### src/nat_type_probe_fsm_assert.svh
// Assertion macros shared by the NAT type probe modules.
// Each macro checks on the rising edge of the given clock, off during reset.
`ifndef NAT_TYPE_PROBE_FSM_ASSERT_SVH
`define NAT_TYPE_PROBE_FSM_ASSERT_SVH

`ifndef SYNTHESIS
`define NTP_ASSERT_HOLDS(lbl, clk, rst, expr, msg) \
  lbl: assert property (@(posedge clk) disable iff (rst) (expr)) else $error(msg);
`define NTP_ASSERT_IMPL(lbl, clk, rst, ante, cons, msg) \
  lbl: assert property (@(posedge clk) disable iff (rst) (ante) |-> (cons)) else $error(msg);
`define NTP_ASSERT_NEXT(lbl, clk, rst, ante, cons, msg) \
  lbl: assert property (@(posedge clk) disable iff (rst) (ante) |=> (cons)) else $error(msg);
`else
`define NTP_ASSERT_HOLDS(lbl, clk, rst, expr, msg)
`define NTP_ASSERT_IMPL(lbl, clk, rst, ante, cons, msg)
`define NTP_ASSERT_NEXT(lbl, clk, rst, ante, cons, msg)
`endif

`endif

### src/ntp_pkg.sv
// Package for the NAT type probe block: item types, codes and result builders.
// No dependencies; used by the core, the result queue and the top level.
`timescale 1ns / 1ps
`default_nettype none

package ntp_pkg;

  localparam logic [2:0] RETRY_LIMIT = 3'd4;

  // event codes
  localparam logic [2:0] CMD_TICK_BINDING = 3'd0;
  localparam logic [2:0] CMD_TICK_RESEND  = 3'd1;
  localparam logic [2:0] CMD_TICK_RECHECK = 3'd2;
  localparam logic [2:0] CMD_RSP_BINDING  = 3'd3;
  localparam logic [2:0] CMD_RSP_SERVERB  = 3'd4;
  localparam logic [2:0] CMD_RSP_NAT1     = 3'd5;
  localparam logic [2:0] CMD_RSP_NAT4     = 3'd6;
  localparam logic [2:0] CMD_RSP_NAT2     = 3'd7;

  // result kinds
  localparam logic [1:0] KIND_REQUEST = 2'd0;
  localparam logic [1:0] KIND_REPORT  = 2'd1;
  localparam logic [1:0] KIND_NOTICE  = 2'd2;
  localparam logic [1:0] KIND_BINDING = 2'd3;

  // request types
  localparam logic [2:0] REQ_BINDING = 3'd0;
  localparam logic [2:0] REQ_SERVERB = 3'd1;
  localparam logic [2:0] REQ_NAT1    = 3'd2;
  localparam logic [2:0] REQ_NAT4    = 3'd3;
  localparam logic [2:0] REQ_NAT2    = 3'd4;

  // NAT types
  localparam logic [2:0] NAT_OPEN        = 3'd1;
  localparam logic [2:0] NAT_RESTRICTED  = 3'd2;
  localparam logic [2:0] NAT_PORT_RESTR  = 3'd3;
  localparam logic [2:0] NAT_SYMMETRIC   = 3'd4;
  localparam logic [2:0] NAT_BLOCKED     = 3'd5;
  localparam logic [2:0] NAT_UNKNOWN     = 3'd6;
  localparam logic [4:0] NAT_PORT_CHANGE = 5'd10;

  // configuration register indexes
  localparam logic CFG_SERVER_A_IP   = 1'b0;
  localparam logic CFG_SERVER_A_PORT = 1'b1;

  localparam int RESQ_DEPTH = 4;
  localparam int RESQ_AW    = $clog2(RESQ_DEPTH);
  localparam int RESQ_CW    = $clog2(RESQ_DEPTH + 1);

  typedef struct packed {
    logic [2:0]  cmd;
    logic        parse_ok;
    logic [31:0] src_ip;
    logic [15:0] src_port;
    logic [31:0] mapped_ip;
    logic [15:0] mapped_port;
    logic [31:0] peer_b_ip;
    logic [15:0] peer_b_port;
  } in_item_t;

  typedef struct packed {
    logic [1:0]  kind;
    logic [2:0]  request_type;
    logic [31:0] dest_ip;
    logic [15:0] dest_port;
    logic [4:0]  nat_code;
    logic [31:0] bind_ip;
    logic [15:0] bind_port;
    logic        last;
  } out_item_t;

  typedef struct packed {
    logic [1:0] n;
    out_item_t  item0;
    out_item_t  item1;
  } push_t;

  function automatic out_item_t mk_request(logic [2:0] rtype, logic [31:0] ip,
                                           logic [15:0] port);
    out_item_t r;
    r = '0;
    r.kind = KIND_REQUEST;
    r.request_type = rtype;
    r.dest_ip = ip;
    r.dest_port = port;
    return r;
  endfunction

  function automatic out_item_t mk_report(logic [4:0] code, logic [31:0] ip,
                                          logic [15:0] port);
    out_item_t r;
    r = '0;
    r.kind = KIND_REPORT;
    r.dest_ip = ip;
    r.dest_port = port;
    r.nat_code = code;
    return r;
  endfunction

  function automatic out_item_t mk_notice(logic [4:0] code);
    out_item_t r;
    r = '0;
    r.kind = KIND_NOTICE;
    r.nat_code = code;
    return r;
  endfunction

  function automatic out_item_t mk_binding(logic [31:0] ip, logic [15:0] port);
    out_item_t r;
    r = '0;
    r.kind = KIND_BINDING;
    r.bind_ip = ip;
    r.bind_port = port;
    return r;
  endfunction

endpackage

`default_nettype wire

### src/ntp_if.sv
// Valid/ready channel interfaces for the NAT type probe block.
// ntp_evt_if carries event items in, ntp_res_if carries result items out.
`timescale 1ns / 1ps
`default_nettype none

interface ntp_evt_if;
  logic        valid;
  logic        ready;
  logic [2:0]  cmd;
  logic        parse_ok;
  logic [31:0] src_ip;
  logic [15:0] src_port;
  logic [31:0] mapped_ip;
  logic [15:0] mapped_port;
  logic [31:0] peer_b_ip;
  logic [15:0] peer_b_port;

  modport source (output valid, cmd, parse_ok, src_ip, src_port, mapped_ip, mapped_port,
                  peer_b_ip, peer_b_port, input ready);
  modport sink (input valid, cmd, parse_ok, src_ip, src_port, mapped_ip, mapped_port,
                peer_b_ip, peer_b_port, output ready);
endinterface

interface ntp_res_if;
  logic        valid;
  logic        ready;
  logic [1:0]  kind;
  logic [2:0]  request_type;
  logic [31:0] dest_ip;
  logic [15:0] dest_port;
  logic [4:0]  nat_code;
  logic [31:0] bind_ip;
  logic [15:0] bind_port;
  logic        last;

  modport source (output valid, kind, request_type, dest_ip, dest_port, nat_code, bind_ip,
                  bind_port, last, input ready);
  modport sink (input valid, kind, request_type, dest_ip, dest_port, nat_code, bind_ip,
                bind_port, last, output ready);
endinterface

`default_nettype wire

### src/nat_type_probe_fsm.sv
// NAT type probe block, top level.
// evt (sink): one event item per handshake: a timer tick or a decoded server
//   response with its source and reported addresses.
// res (source): result items in order: probe requests, NAT-type notices and
//   reports, binding-change notices; last marks the final item of an event.
// cfg_we/cfg_index/cfg_data: write port for server A address (index 0) and
//   port (index 1); user writes only while no event is in flight, unchecked.
// Flow: an accepted event is held in the input register; the decision logic
//   is combinational and pushes its results into the queue, read out on res.
// Throughput: one event per cycle into the input register while not stalled;
//   results leave at one per cycle while res is taken. A four-entry result
//   queue absorbs the difference.
// Stall: while res is not taken the queue fills; an event advances only when
//   two queue entries are free, and evt.ready falls once the input register
//   holds an event that cannot advance.
// Reset (rst, synchronous): probe starts in server-B discovery with NAT type
//   unknown, all captured addresses zero, the queue empty.
`timescale 1ns / 1ps
`default_nettype none

module nat_type_probe_fsm (
  input  wire logic        clk,
  input  wire logic        rst,
  ntp_evt_if.sink          evt,
  ntp_res_if.source        res,
  input  wire logic        cfg_we,
  input  wire logic        cfg_index,
  input  wire logic [31:0] cfg_data
);
  import ntp_pkg::*;

  logic [31:0] server_a_ip;
  logic [15:0] server_a_port;
  logic        room;
  push_t       push;

  always_ff @(posedge clk) begin
    if (rst) begin
      server_a_ip   <= '0;
      server_a_port <= '0;
    end else if (cfg_we) begin
      unique case (cfg_index)
        CFG_SERVER_A_IP:   server_a_ip   <= cfg_data;
        CFG_SERVER_A_PORT: server_a_port <= cfg_data[15:0];
        default: begin
        end
      endcase
    end
  end

  ntp_core u_core (
    .clk           (clk),
    .rst           (rst),
    .evt           (evt),
    .server_a_ip   (server_a_ip),
    .server_a_port (server_a_port),
    .room          (room),
    .push          (push)
  );

  ntp_resq u_resq (
    .clk  (clk),
    .rst  (rst),
    .push (push),
    .room (room),
    .res  (res)
  );

endmodule

`default_nettype wire

### src/ntp_core.sv
// Probe engine: event input register, probe state and the per-event decision logic.
// Depends on ntp_pkg, ntp_if and the assertion macro header.
`timescale 1ns / 1ps
`default_nettype none
`include "nat_type_probe_fsm_assert.svh"

module ntp_core (
  input  wire logic          clk,
  input  wire logic          rst,
  ntp_evt_if.sink            evt,
  input  wire logic [31:0]   server_a_ip,
  input  wire logic [15:0]   server_a_port,
  input  wire logic          room,
  output ntp_pkg::push_t     push
);
  import ntp_pkg::*;

  localparam logic [2:0] PH_SERVERB = 3'd0;
  localparam logic [2:0] PH_NAT1    = 3'd1;
  localparam logic [2:0] PH_NAT4    = 3'd2;
  localparam logic [2:0] PH_NAT2    = 3'd3;
  localparam logic [2:0] PH_DONE    = 3'd4;

  logic        s1_valid;
  in_item_t    s1;
  logic        fire;
  logic        accept;

  logic [2:0]  phase, phase_next;
  logic [2:0]  retry_count, retry_count_next;
  logic [2:0]  nat_kind, nat_kind_next;
  logic [31:0] binding_ip, binding_ip_next;
  logic [15:0] binding_port, binding_port_next;
  logic [31:0] server_b_ip, server_b_ip_next;
  logic [15:0] server_b_port, server_b_port_next;
  logic [15:0] dual_port_a, dual_port_a_next;
  logic [15:0] dual_port_b, dual_port_b_next;

  assign fire       = s1_valid && room;
  assign evt.ready  = !s1_valid || room;
  assign accept     = evt.valid && evt.ready;

  always_ff @(posedge clk) begin
    if (rst) begin
      s1_valid <= 1'b0;
    end else if (accept) begin
      s1_valid <= 1'b1;
    end else if (fire) begin
      s1_valid <= 1'b0;
    end
  end

  always_ff @(posedge clk) begin
    if (accept) begin
      s1.cmd         <= evt.cmd;
      s1.parse_ok    <= evt.parse_ok;
      s1.src_ip      <= evt.src_ip;
      s1.src_port    <= evt.src_port;
      s1.mapped_ip   <= evt.mapped_ip;
      s1.mapped_port <= evt.mapped_port;
      s1.peer_b_ip   <= evt.peer_b_ip;
      s1.peer_b_port <= evt.peer_b_port;
    end
  end

  always_comb begin
    logic       settle_req;
    logic [2:0] settle_t;
    logic [2:0] rs_phase;
    logic [2:0] rs_cnt;
    logic       nat1_resend;
    logic [1:0] n;
    out_item_t  r0;
    out_item_t  r1;

    phase_next         = phase;
    retry_count_next   = retry_count;
    nat_kind_next      = nat_kind;
    binding_ip_next    = binding_ip;
    binding_port_next  = binding_port;
    server_b_ip_next   = server_b_ip;
    server_b_port_next = server_b_port;
    dual_port_a_next   = dual_port_a;
    dual_port_b_next   = dual_port_b;
    settle_req  = 1'b0;
    settle_t    = NAT_BLOCKED;
    rs_phase    = phase;
    rs_cnt      = retry_count;
    nat1_resend = 1'b0;
    n  = 2'd0;
    r0 = '0;
    r1 = '0;

    if (fire) begin
      case (s1.cmd)
        CMD_TICK_BINDING: begin
          n  = 2'd1;
          r0 = mk_request(REQ_BINDING, server_a_ip, server_a_port);
        end
        CMD_TICK_RESEND: begin
          if (phase == PH_NAT1) begin
            if (retry_count >= RETRY_LIMIT) begin
              // NAT1 exhausted: fall into NAT4 with a fresh count
              rs_phase         = PH_NAT4;
              rs_cnt           = '0;
              phase_next       = PH_NAT4;
              retry_count_next = '0;
            end else begin
              nat1_resend      = 1'b1;
              retry_count_next = retry_count + 3'd1;
              n  = 2'd1;
              r0 = mk_request(REQ_NAT1, server_a_ip, server_a_port);
            end
          end
          if (!nat1_resend) begin
            unique case (rs_phase)
              PH_SERVERB: begin
                if (rs_cnt >= RETRY_LIMIT) begin
                  settle_req = 1'b1;
                  settle_t   = NAT_BLOCKED;
                end else begin
                  retry_count_next = rs_cnt + 3'd1;
                  n  = 2'd1;
                  r0 = mk_request(REQ_SERVERB, server_a_ip, server_a_port);
                end
              end
              PH_NAT4: begin
                if (rs_cnt >= RETRY_LIMIT) begin
                  settle_req = 1'b1;
                  settle_t   = NAT_BLOCKED;
                end else begin
                  retry_count_next = rs_cnt + 3'd1;
                  if (dual_port_a == '0) begin
                    r0 = mk_request(REQ_NAT4, server_a_ip, server_a_port);
                    if (dual_port_b == '0) begin
                      r1 = mk_request(REQ_NAT4, server_b_ip, server_b_port);
                      n  = 2'd2;
                    end else begin
                      n = 2'd1;
                    end
                  end else if (dual_port_b == '0) begin
                    r0 = mk_request(REQ_NAT4, server_b_ip, server_b_port);
                    n  = 2'd1;
                  end
                end
              end
              PH_NAT2: begin
                if (rs_cnt >= RETRY_LIMIT) begin
                  settle_req = 1'b1;
                  settle_t   = NAT_PORT_RESTR;
                end else begin
                  retry_count_next = rs_cnt + 3'd1;
                  n  = 2'd1;
                  r0 = mk_request(REQ_NAT2, server_a_ip, server_a_port);
                end
              end
              default: begin
              end
            endcase
          end
        end
        CMD_TICK_RECHECK: begin
          if (phase >= PH_DONE && (nat_kind < NAT_OPEN || nat_kind > NAT_SYMMETRIC)) begin
            phase_next       = PH_SERVERB;
            retry_count_next = '0;
            dual_port_a_next = '0;
            dual_port_b_next = '0;
          end
        end
        CMD_RSP_BINDING: begin
          if (s1.parse_ok && (binding_ip != s1.mapped_ip || binding_port != s1.mapped_port))
          begin
            binding_ip_next   = s1.mapped_ip;
            binding_port_next = s1.mapped_port;
            r0 = mk_binding(s1.mapped_ip, s1.mapped_port);
            if (nat_kind != NAT_UNKNOWN) begin
              r1 = mk_report({2'b00, nat_kind} + NAT_PORT_CHANGE, server_a_ip, server_a_port);
              n  = 2'd2;
            end else begin
              n = 2'd1;
            end
          end
        end
        CMD_RSP_SERVERB: begin
          if (s1.parse_ok) begin
            server_b_ip_next   = s1.peer_b_ip;
            server_b_port_next = s1.peer_b_port;
            retry_count_next   = '0;
            phase_next         = PH_NAT1;
          end
        end
        CMD_RSP_NAT1: begin
          if (s1.parse_ok && s1.src_ip == server_b_ip) begin
            settle_req = 1'b1;
            settle_t   = NAT_OPEN;
          end
        end
        CMD_RSP_NAT4: begin
          if (s1.parse_ok) begin
            if (s1.src_ip == server_a_ip && s1.src_port == server_a_port) begin
              dual_port_a_next = s1.mapped_port;
            end
            if (s1.src_ip == server_b_ip && s1.src_port == server_b_port) begin
              dual_port_b_next = s1.mapped_port;
            end
            if (dual_port_a_next != '0 && dual_port_b_next != '0) begin
              if (dual_port_a_next != dual_port_b_next) begin
                settle_req = 1'b1;
                settle_t   = NAT_SYMMETRIC;
              end else begin
                retry_count_next = '0;
                phase_next       = PH_NAT2;
              end
            end
          end
        end
        CMD_RSP_NAT2: begin
          if (s1.parse_ok && s1.src_ip == server_a_ip) begin
            settle_req = 1'b1;
            settle_t   = NAT_RESTRICTED;
          end
        end
        default: begin
        end
      endcase

      // type settles once per probe run; a late blocked verdict stays silent
      if (settle_req && phase < PH_DONE) begin
        phase_next       = PH_DONE;
        retry_count_next = '0;
        if (nat_kind == NAT_UNKNOWN || settle_t != NAT_BLOCKED) begin
          nat_kind_next = settle_t;
          n  = 2'd2;
          r0 = mk_notice({2'b00, settle_t});
          r1 = mk_report({2'b00, settle_t}, server_a_ip, server_a_port);
        end
      end
    end

    r0.last    = (n == 2'd1);
    r1.last    = 1'b1;
    push.n     = n;
    push.item0 = r0;
    push.item1 = r1;
  end

  always_ff @(posedge clk) begin
    if (rst) begin
      phase         <= PH_SERVERB;
      retry_count   <= '0;
      nat_kind      <= NAT_UNKNOWN;
      binding_ip    <= '0;
      binding_port  <= '0;
      server_b_ip   <= '0;
      server_b_port <= '0;
      dual_port_a   <= '0;
      dual_port_b   <= '0;
    end else begin
      phase         <= phase_next;
      retry_count   <= retry_count_next;
      nat_kind      <= nat_kind_next;
      binding_ip    <= binding_ip_next;
      binding_port  <= binding_port_next;
      server_b_ip   <= server_b_ip_next;
      server_b_port <= server_b_port_next;
      dual_port_a   <= dual_port_a_next;
      dual_port_b   <= dual_port_b_next;
    end
  end

  `NTP_ASSERT_HOLDS(a_retry_bound, clk, rst, retry_count <= RETRY_LIMIT, "retry count over limit")
  `NTP_ASSERT_IMPL(a_done_count, clk, rst, phase == PH_DONE, retry_count == '0, "count live when done")
  `NTP_ASSERT_NEXT(a_serverb_enter, clk, rst, fire && s1.cmd == CMD_RSP_SERVERB && s1.parse_ok, phase == PH_NAT1, "server-B response did not enter NAT1")

endmodule

`default_nettype wire

### src/ntp_resq.sv
// Result queue: takes up to two result items per cycle, hands out one per cycle while res is taken.
// Depends on ntp_pkg, ntp_if and the assertion macro header.
`timescale 1ns / 1ps
`default_nettype none
`include "nat_type_probe_fsm_assert.svh"

module ntp_resq (
  input  wire logic           clk,
  input  wire logic           rst,
  input  wire ntp_pkg::push_t push,
  output logic                room,
  ntp_res_if.source           res
);
  import ntp_pkg::*;

  out_item_t            mem [RESQ_DEPTH];
  logic [RESQ_AW-1:0]   wp;
  logic [RESQ_AW-1:0]   rp;
  logic [RESQ_CW-1:0]   count;
  logic                 pop;
  out_item_t            head;

  assign room = count <= RESQ_CW'(RESQ_DEPTH - 2);
  assign pop  = res.valid && res.ready;
  assign head = mem[rp];

  always_ff @(posedge clk) begin
    if (push.n != 2'd0) begin
      mem[wp] <= push.item0;
    end
    if (push.n == 2'd2) begin
      mem[wp + RESQ_AW'(1)] <= push.item1;
    end
  end

  always_ff @(posedge clk) begin
    if (rst) begin
      wp    <= '0;
      rp    <= '0;
      count <= '0;
    end else begin
      wp    <= wp + RESQ_AW'(push.n);
      rp    <= rp + RESQ_AW'(pop);
      count <= count + RESQ_CW'(push.n) - RESQ_CW'(pop);
    end
  end

  assign res.valid        = count != '0;
  assign res.kind         = head.kind;
  assign res.request_type = head.request_type;
  assign res.dest_ip      = head.dest_ip;
  assign res.dest_port    = head.dest_port;
  assign res.nat_code     = head.nat_code;
  assign res.bind_ip      = head.bind_ip;
  assign res.bind_port    = head.bind_port;
  assign res.last         = head.last;

  `NTP_ASSERT_HOLDS(a_count_bound, clk, rst, count <= RESQ_CW'(RESQ_DEPTH),
                    "queue count over depth")
  `NTP_ASSERT_IMPL(a_no_overflow, clk, rst, push.n != 2'd0,
                   count <= RESQ_CW'(RESQ_DEPTH - 2), "push without room")
  `NTP_ASSERT_NEXT(a_pop_drains, clk, rst, pop && push.n == 2'd0,
                   count == $past(count) - RESQ_CW'(1), "pop did not drain")

endmodule

`default_nettype wire
### src/flat_wrapper.sv
// flat-port wrapper written by rule: the top's interface ports become plain ports
module nat_type_probe_fsm_flat import ntp_pkg::*;
  (clk, rst, cfg_we, cfg_index, cfg_data, evt_valid, evt_cmd, evt_parse_ok, evt_src_ip, evt_src_port, evt_mapped_ip, evt_mapped_port, evt_peer_b_ip, evt_peer_b_port, evt_ready, res_valid, res_kind, res_request_type, res_dest_ip, res_dest_port, res_nat_code, res_bind_ip, res_bind_port, res_last, res_ready);
  ntp_evt_if evt_i ();
  ntp_res_if res_i ();
  input  wire logic clk;
  input  wire logic rst;
  input  wire logic cfg_we;
  input  wire logic cfg_index;
  input  wire logic [31:0] cfg_data;
  input wire logic [$bits(evt_i.valid)-1:0] evt_valid;
  input wire logic [$bits(evt_i.cmd)-1:0] evt_cmd;
  input wire logic [$bits(evt_i.parse_ok)-1:0] evt_parse_ok;
  input wire logic [$bits(evt_i.src_ip)-1:0] evt_src_ip;
  input wire logic [$bits(evt_i.src_port)-1:0] evt_src_port;
  input wire logic [$bits(evt_i.mapped_ip)-1:0] evt_mapped_ip;
  input wire logic [$bits(evt_i.mapped_port)-1:0] evt_mapped_port;
  input wire logic [$bits(evt_i.peer_b_ip)-1:0] evt_peer_b_ip;
  input wire logic [$bits(evt_i.peer_b_port)-1:0] evt_peer_b_port;
  output wire logic [$bits(evt_i.ready)-1:0] evt_ready;
  output wire logic [$bits(res_i.valid)-1:0] res_valid;
  output wire logic [$bits(res_i.kind)-1:0] res_kind;
  output wire logic [$bits(res_i.request_type)-1:0] res_request_type;
  output wire logic [$bits(res_i.dest_ip)-1:0] res_dest_ip;
  output wire logic [$bits(res_i.dest_port)-1:0] res_dest_port;
  output wire logic [$bits(res_i.nat_code)-1:0] res_nat_code;
  output wire logic [$bits(res_i.bind_ip)-1:0] res_bind_ip;
  output wire logic [$bits(res_i.bind_port)-1:0] res_bind_port;
  output wire logic [$bits(res_i.last)-1:0] res_last;
  input wire logic [$bits(res_i.ready)-1:0] res_ready;
  assign evt_i.valid = evt_valid;
  assign evt_i.cmd = evt_cmd;
  assign evt_i.parse_ok = evt_parse_ok;
  assign evt_i.src_ip = evt_src_ip;
  assign evt_i.src_port = evt_src_port;
  assign evt_i.mapped_ip = evt_mapped_ip;
  assign evt_i.mapped_port = evt_mapped_port;
  assign evt_i.peer_b_ip = evt_peer_b_ip;
  assign evt_i.peer_b_port = evt_peer_b_port;
  assign evt_ready = evt_i.ready;
  assign res_valid = res_i.valid;
  assign res_kind = res_i.kind;
  assign res_request_type = res_i.request_type;
  assign res_dest_ip = res_i.dest_ip;
  assign res_dest_port = res_i.dest_port;
  assign res_nat_code = res_i.nat_code;
  assign res_bind_ip = res_i.bind_ip;
  assign res_bind_port = res_i.bind_port;
  assign res_last = res_i.last;
  assign res_i.ready = res_ready;
  nat_type_probe_fsm u_core (.clk(clk), .rst(rst), .evt(evt_i), .res(res_i), .cfg_we(cfg_we), .cfg_index(cfg_index), .cfg_data(cfg_data));
endmodule
### config.mk
export PLATFORM = sky130hd
export DESIGN_NAME = nat_type_probe_fsm_flat
export DESIGN_NICKNAME = d
export VERILOG_FILES = /design/src/ntp_pkg.sv /design/src/ntp_if.sv /design/src/nat_type_probe_fsm.sv /design/src/ntp_core.sv /design/src/ntp_resq.sv /design/src/flat_wrapper.sv
export VERILOG_INCLUDE_DIRS = /design/src /design/src/src
export SDC_FILE = /design/constraint.sdc
export NUM_CORES = 1
export LEC_CHECK = 0
export ABC_CLOCK_PERIOD_IN_PS = 12400
export BUFFER_PORTS_ARGS = -buffer_cell sky130_fd_sc_hd__buf_2
export CAP_MARGIN = 40
export CORE_MARGIN = 2
export CORE_UTILIZATION = 35
export DETAILED_ROUTE_END_ITERATION = 8
export HOLD_SLACK_MARGIN = 0.02
export PLACE_DENSITY = 0.59
export SLEW_MARGIN = 10
export SYNTH_ARGS = -nofsm -noshare
export SYNTH_HDL_FRONTEND = slang
export SYNTH_HIERARCHICAL = 1
export SYNTH_SLANG_ARGS = --single-unit
### constraint.sdc
create_clock -name clk -period 12.4 [get_ports clk]
set_input_delay 2.48 -clock clk [delete_from_list [all_inputs] [get_ports clk]]
set_output_delay 2.48 -clock clk [all_outputs]
set_load 0.03 [all_outputs]
==> impl_metrics.tcl <==
set metrics [dict create \
    cts_buffers 86 \
    clk_latency_ns 0.68 \
    groute.usage.overall_pct 19.4 \
    power.leakage_nw 15.3 \
    grt_pass1_vias 24200 \
    ys_seq_area_share_pct 56.2 \
    max_freq_ghz 0.124 \
    h-tree-depth 3 \
    final_common_cell "edfxtp_1" \
    timing.final.crit_share_pct 65.2 \
    antenna_cells 0 \
    final_core_util_pct 40.6 \
    rows 120 \
    nets 3213 \
    firstDrtPassIters 5 \
    synthFlopType "edfxtp_1" \
    slew_headroom_pct 38.6 \
    grt_pass1_wl_mm 162 \
    p_int_mw 4.71 \
    worstHoldPathType "flip-flop to flip-flop" \
    die_area_sq_um 110000 \
    fin_area_sq_um 43400 \
    antenna_found_initial 3 \
    min_path_cells 2 \
    drt_wl_total_mm 109 \
    slew_viol_final 0 \
    required_ns 12.68 \
    max_stage_delay_ns 0.82 \
    cts_tree "done" \
    ys_types 80 \
    min_period_ns 8.09 \
    p_sw_mw 1.70 \
    cts.clk_slew.worst_paths_ns 0.06 \
    dp_hpwl_mm 70.9 \
    fillers 9982 \
    crit_path_start "u_core/u_core/s1[137]" \
    gp_congestion 0.858 \
    ys_ff_latch 769 \
    reg2reg_depth 17 \
    worstPathArrival_ns 8.37 \
    overflow 0 \
    io_buffers 294 \
    instances_no_fill 4494 \
    vias_per_cell 5.31 \
    max_cap_violations 0 \
    cp_cell_sequence "xnor2_1 > nand4_1 > nor4_2 > and3_1 > nor2_2 > a221oi_1 > a22oi_1 > nand4_1 > o2111ai_2 > a21oi_4 > buf_4 > nor2_1 > nor2_1 > and4bb_4 > o21bai_4 > buf_4 > buf_4" \
    start_util_pct 35.3 \
    vdd_drop_max_mv 0.125 \
    slowest_stage "nor4_2" \
    power_density_nw_per_um2 148 \
    synth_warnings 6 \
    seqPwrFrac_pct 45.5 \
    crit_path_max_fanout 48 \
    status "completed" \
    antenna_left 0 \
    async_flop_share_pct 0 \
    fin_tns_setup_ns 0 \
    hold_end "u_core/u_core/server_b_ip[18]" \
    drc_errors 0 \
    root_buffer "clkbuf_16" \
    mostFrequentLayoutCells "edfxtp_1, mux2_2, buf_2" \
    cts_buffer_depth 3 \
    syn_area_sq_um 37700 \
    core_sq_um 107000 \
    clock-sinks 769 \
    die_h_um 332 \
    p_clk_share_pct 41.1 \
    fp.dieW_um 332 \
    rsz0062_at_grt "no" \
    reg2reg_to "u_core/u_resq/mem[2][79]" \
    avgSynthCellArea_sq_um 13.6 \
    pre_cts_ws_ns 4.39 \
    synth_edf_count 576 \
    startpoint_type "flip-flop" \
    post_cts.resized_instances 0 \
    swShare_pct 26.5 \
    area_growth_syn_to_layout_pct 15.1 \
    cts_hold_buf 0 \
    drt_iter0_markers 2190 \
    holdCritStartpoint "u_core/u_core/server_b_ip[18]" \
    placed_cell_area_sq_um 40400 \
    wire_per_inst_um 24.2 \
    vias 23900 \
    cp-end-kind "flip-flop" \
    worst-setup-path-type "flip-flop to flip-flop" \
    setup_viol 0 \
    r2r_start "u_core/u_core/s1[137]" \
    post_cts_buffers 0 \
    reg2reg_slack_ns 4.31 \
    dpl.cell_count 4330 \
    grt_max_degree 99 \
    finalClockSkew_ns 0.0373 \
    layout_setup_ws_ns 4.31 \
    drive_gt1_share_pct 34.0 \
    hold_viol 0 \
    synth_cells 2775 \
    comb_power_share_pct 13.4 \
    ios 295 \
    tightestPinTransition_ns 0.913 \
    crit_top_cell "buf_4" \
]
## metrics by stage
| stage | hold slack, ns | total power [mW] |
|---|---|---|
| 5_1_grt | 0.524 | 6.63 |
| 4_1_cts | 0.499 | 6.48 |
| 3_5_place_dp | 0.486 | 3.84 |
| 2_1_floorplan | 0.468 | 3.54 |
| 3_3_place_gp | 0.483 | 3.84 |
| 6_report | 0.500 | 6.41 |
## worst max-delay path, delay by kind of cell (launching register included)
| family | cells | cell delay [ns] |
|---|---|---|
| simple gates | 8 | 3.49 |
| buf+inv | 3 | 1.94 |
| compound gates | 5 | 1.34 |
| flops | 1 | 0.43 |
| xor+xnor | 1 | 0.30 |
## layout make-up
class                      instances  area, sq um  area share, %
sequential                       769        21200           48.8
multi-input combinational       1780        15300           35.3
clock buffer                     120         2380           5.49
timing repair buffer             351         2120           4.88
tap                             1403         1760           4.05
clock inverter                    42          526           1.21
inverter                          29          109          0.251
## Yosys cell counts, types with 5 or more instances
| library cell | n | area (sq um) |
|---|---|---|
| a211oi_1 | 8 | 60.1 |
| a21o_1 | 5 | 37.5 |
| a21oi_1 | 72 | 360 |
| a221oi_1 | 6 | 52.6 |
| a22oi_1 | 131 | 983 |
| and2_1 | 5 | 31.3 |
| and3_1 | 52 | 325 |
| buf_2 | 51 | 255 |
| buf_4 | 69 | 518 |
| buf_6 | 18 | 203 |
| clkbuf_1 | 107 | 402 |
| dfxtp_1 | 193 | 3860 |
| edfxtp_1 | 576 | 17300 |
| ha_1 | 9 | 113 |
| inv_1 | 29 | 109 |
| mux2_1 | 5 | 56.3 |
| mux2_2 | 426 | 4800 |
| mux2i_1 | 86 | 861 |
| mux4_2 | 107 | 2410 |
| nand2_1 | 135 | 507 |
| nand2b_1 | 78 | 488 |
| nand3_1 | 5 | 25.0 |
| nand4_1 | 33 | 206 |
| nand4bb_1 | 16 | 180 |
| nor2_1 | 211 | 792 |
| nor2b_1 | 10 | 62.6 |
| nor3_1 | 16 | 80.1 |
| nor4_1 | 28 | 175 |
| o21ai_0 | 24 | 120 |
| o21ai_1 | 10 | 50.1 |
| o221ai_1 | 11 | 96.3 |
| o22ai_1 | 14 | 87.6 |
| xnor2_1 | 109 | 955 |
| xor2_1 | 53 | 464 |
## power by group through the flow
stage          Combinational, mW  Clock [mW]  Sequential, mW
3_5_place_dp               0.875           0            2.97
6_report                   0.859        2.64            2.91
4_1_cts                    0.877        2.69            2.91
3_3_place_gp               0.872           0            2.97
5_1_grt                    0.919        2.79            2.92
2_1_floorplan              0.613           0            2.92
## layer usage
layer	vias to the layer above	routed length (um)	track usage, %
met5	-	0	0
met4	0	1860	4.26
met3	103	6720	2.87
met2	848	52900	32.3
met1	12000	47100	26.7
li1	10900	-	-
## flip-flops by register name, summed over array words and instances (netlist names)
name	flops
u_core/u_resq/mem	428
u_core/u_resq/rp	2
u_core/u_resq/count	3
u_core/u_resq/wp	2
u_core/u_core/dual_port_a	16
u_core/u_core/server_b_port	16
u_core/u_core/dual_port_b	16
u_core/u_core/s1_valid	1
u_core/u_core/s1	148
u_core/server_a_port	16
u_core/u_core/nat_kind	3
u_core/u_core/binding_port	16
u_core/server_a_ip	32
u_core/u_core/binding_ip	32
u_core/u_core/server_b_ip	32
u_core/u_core/retry_count	3
u_core/u_core/phase	3
## logic make-up (layout without fill, tap and decap cells)
family          Yosys count  count (layout)  share of synthesized area [%]
compound gates          317             317                           5.78
mux                     624             624                           21.6
other cells               2              53                         0.0199
buf+inv                 277             542                           4.02
fa+ha+maj                11              11                          0.379
simple gates            611             611                           8.20
flops                   769             769                           56.2
xor+xnor                164             164                           3.88
## how the worst max path moves through the flow
stage	to	cells past startpoint
finish	u_core/u_resq/mem[2][79]	17
global route	u_core/u_resq/mem[2][62]	17
CTS	u_core/u_resq/mem[2][62]	17
detailed placement	u_core/u_resq/mem[2][71]	17
global placement	u_core/u_resq/mem[2][82]	17
floorplan	u_core/u_resq/mem[0][0]	18
Power figures use the tool's default switching activity.
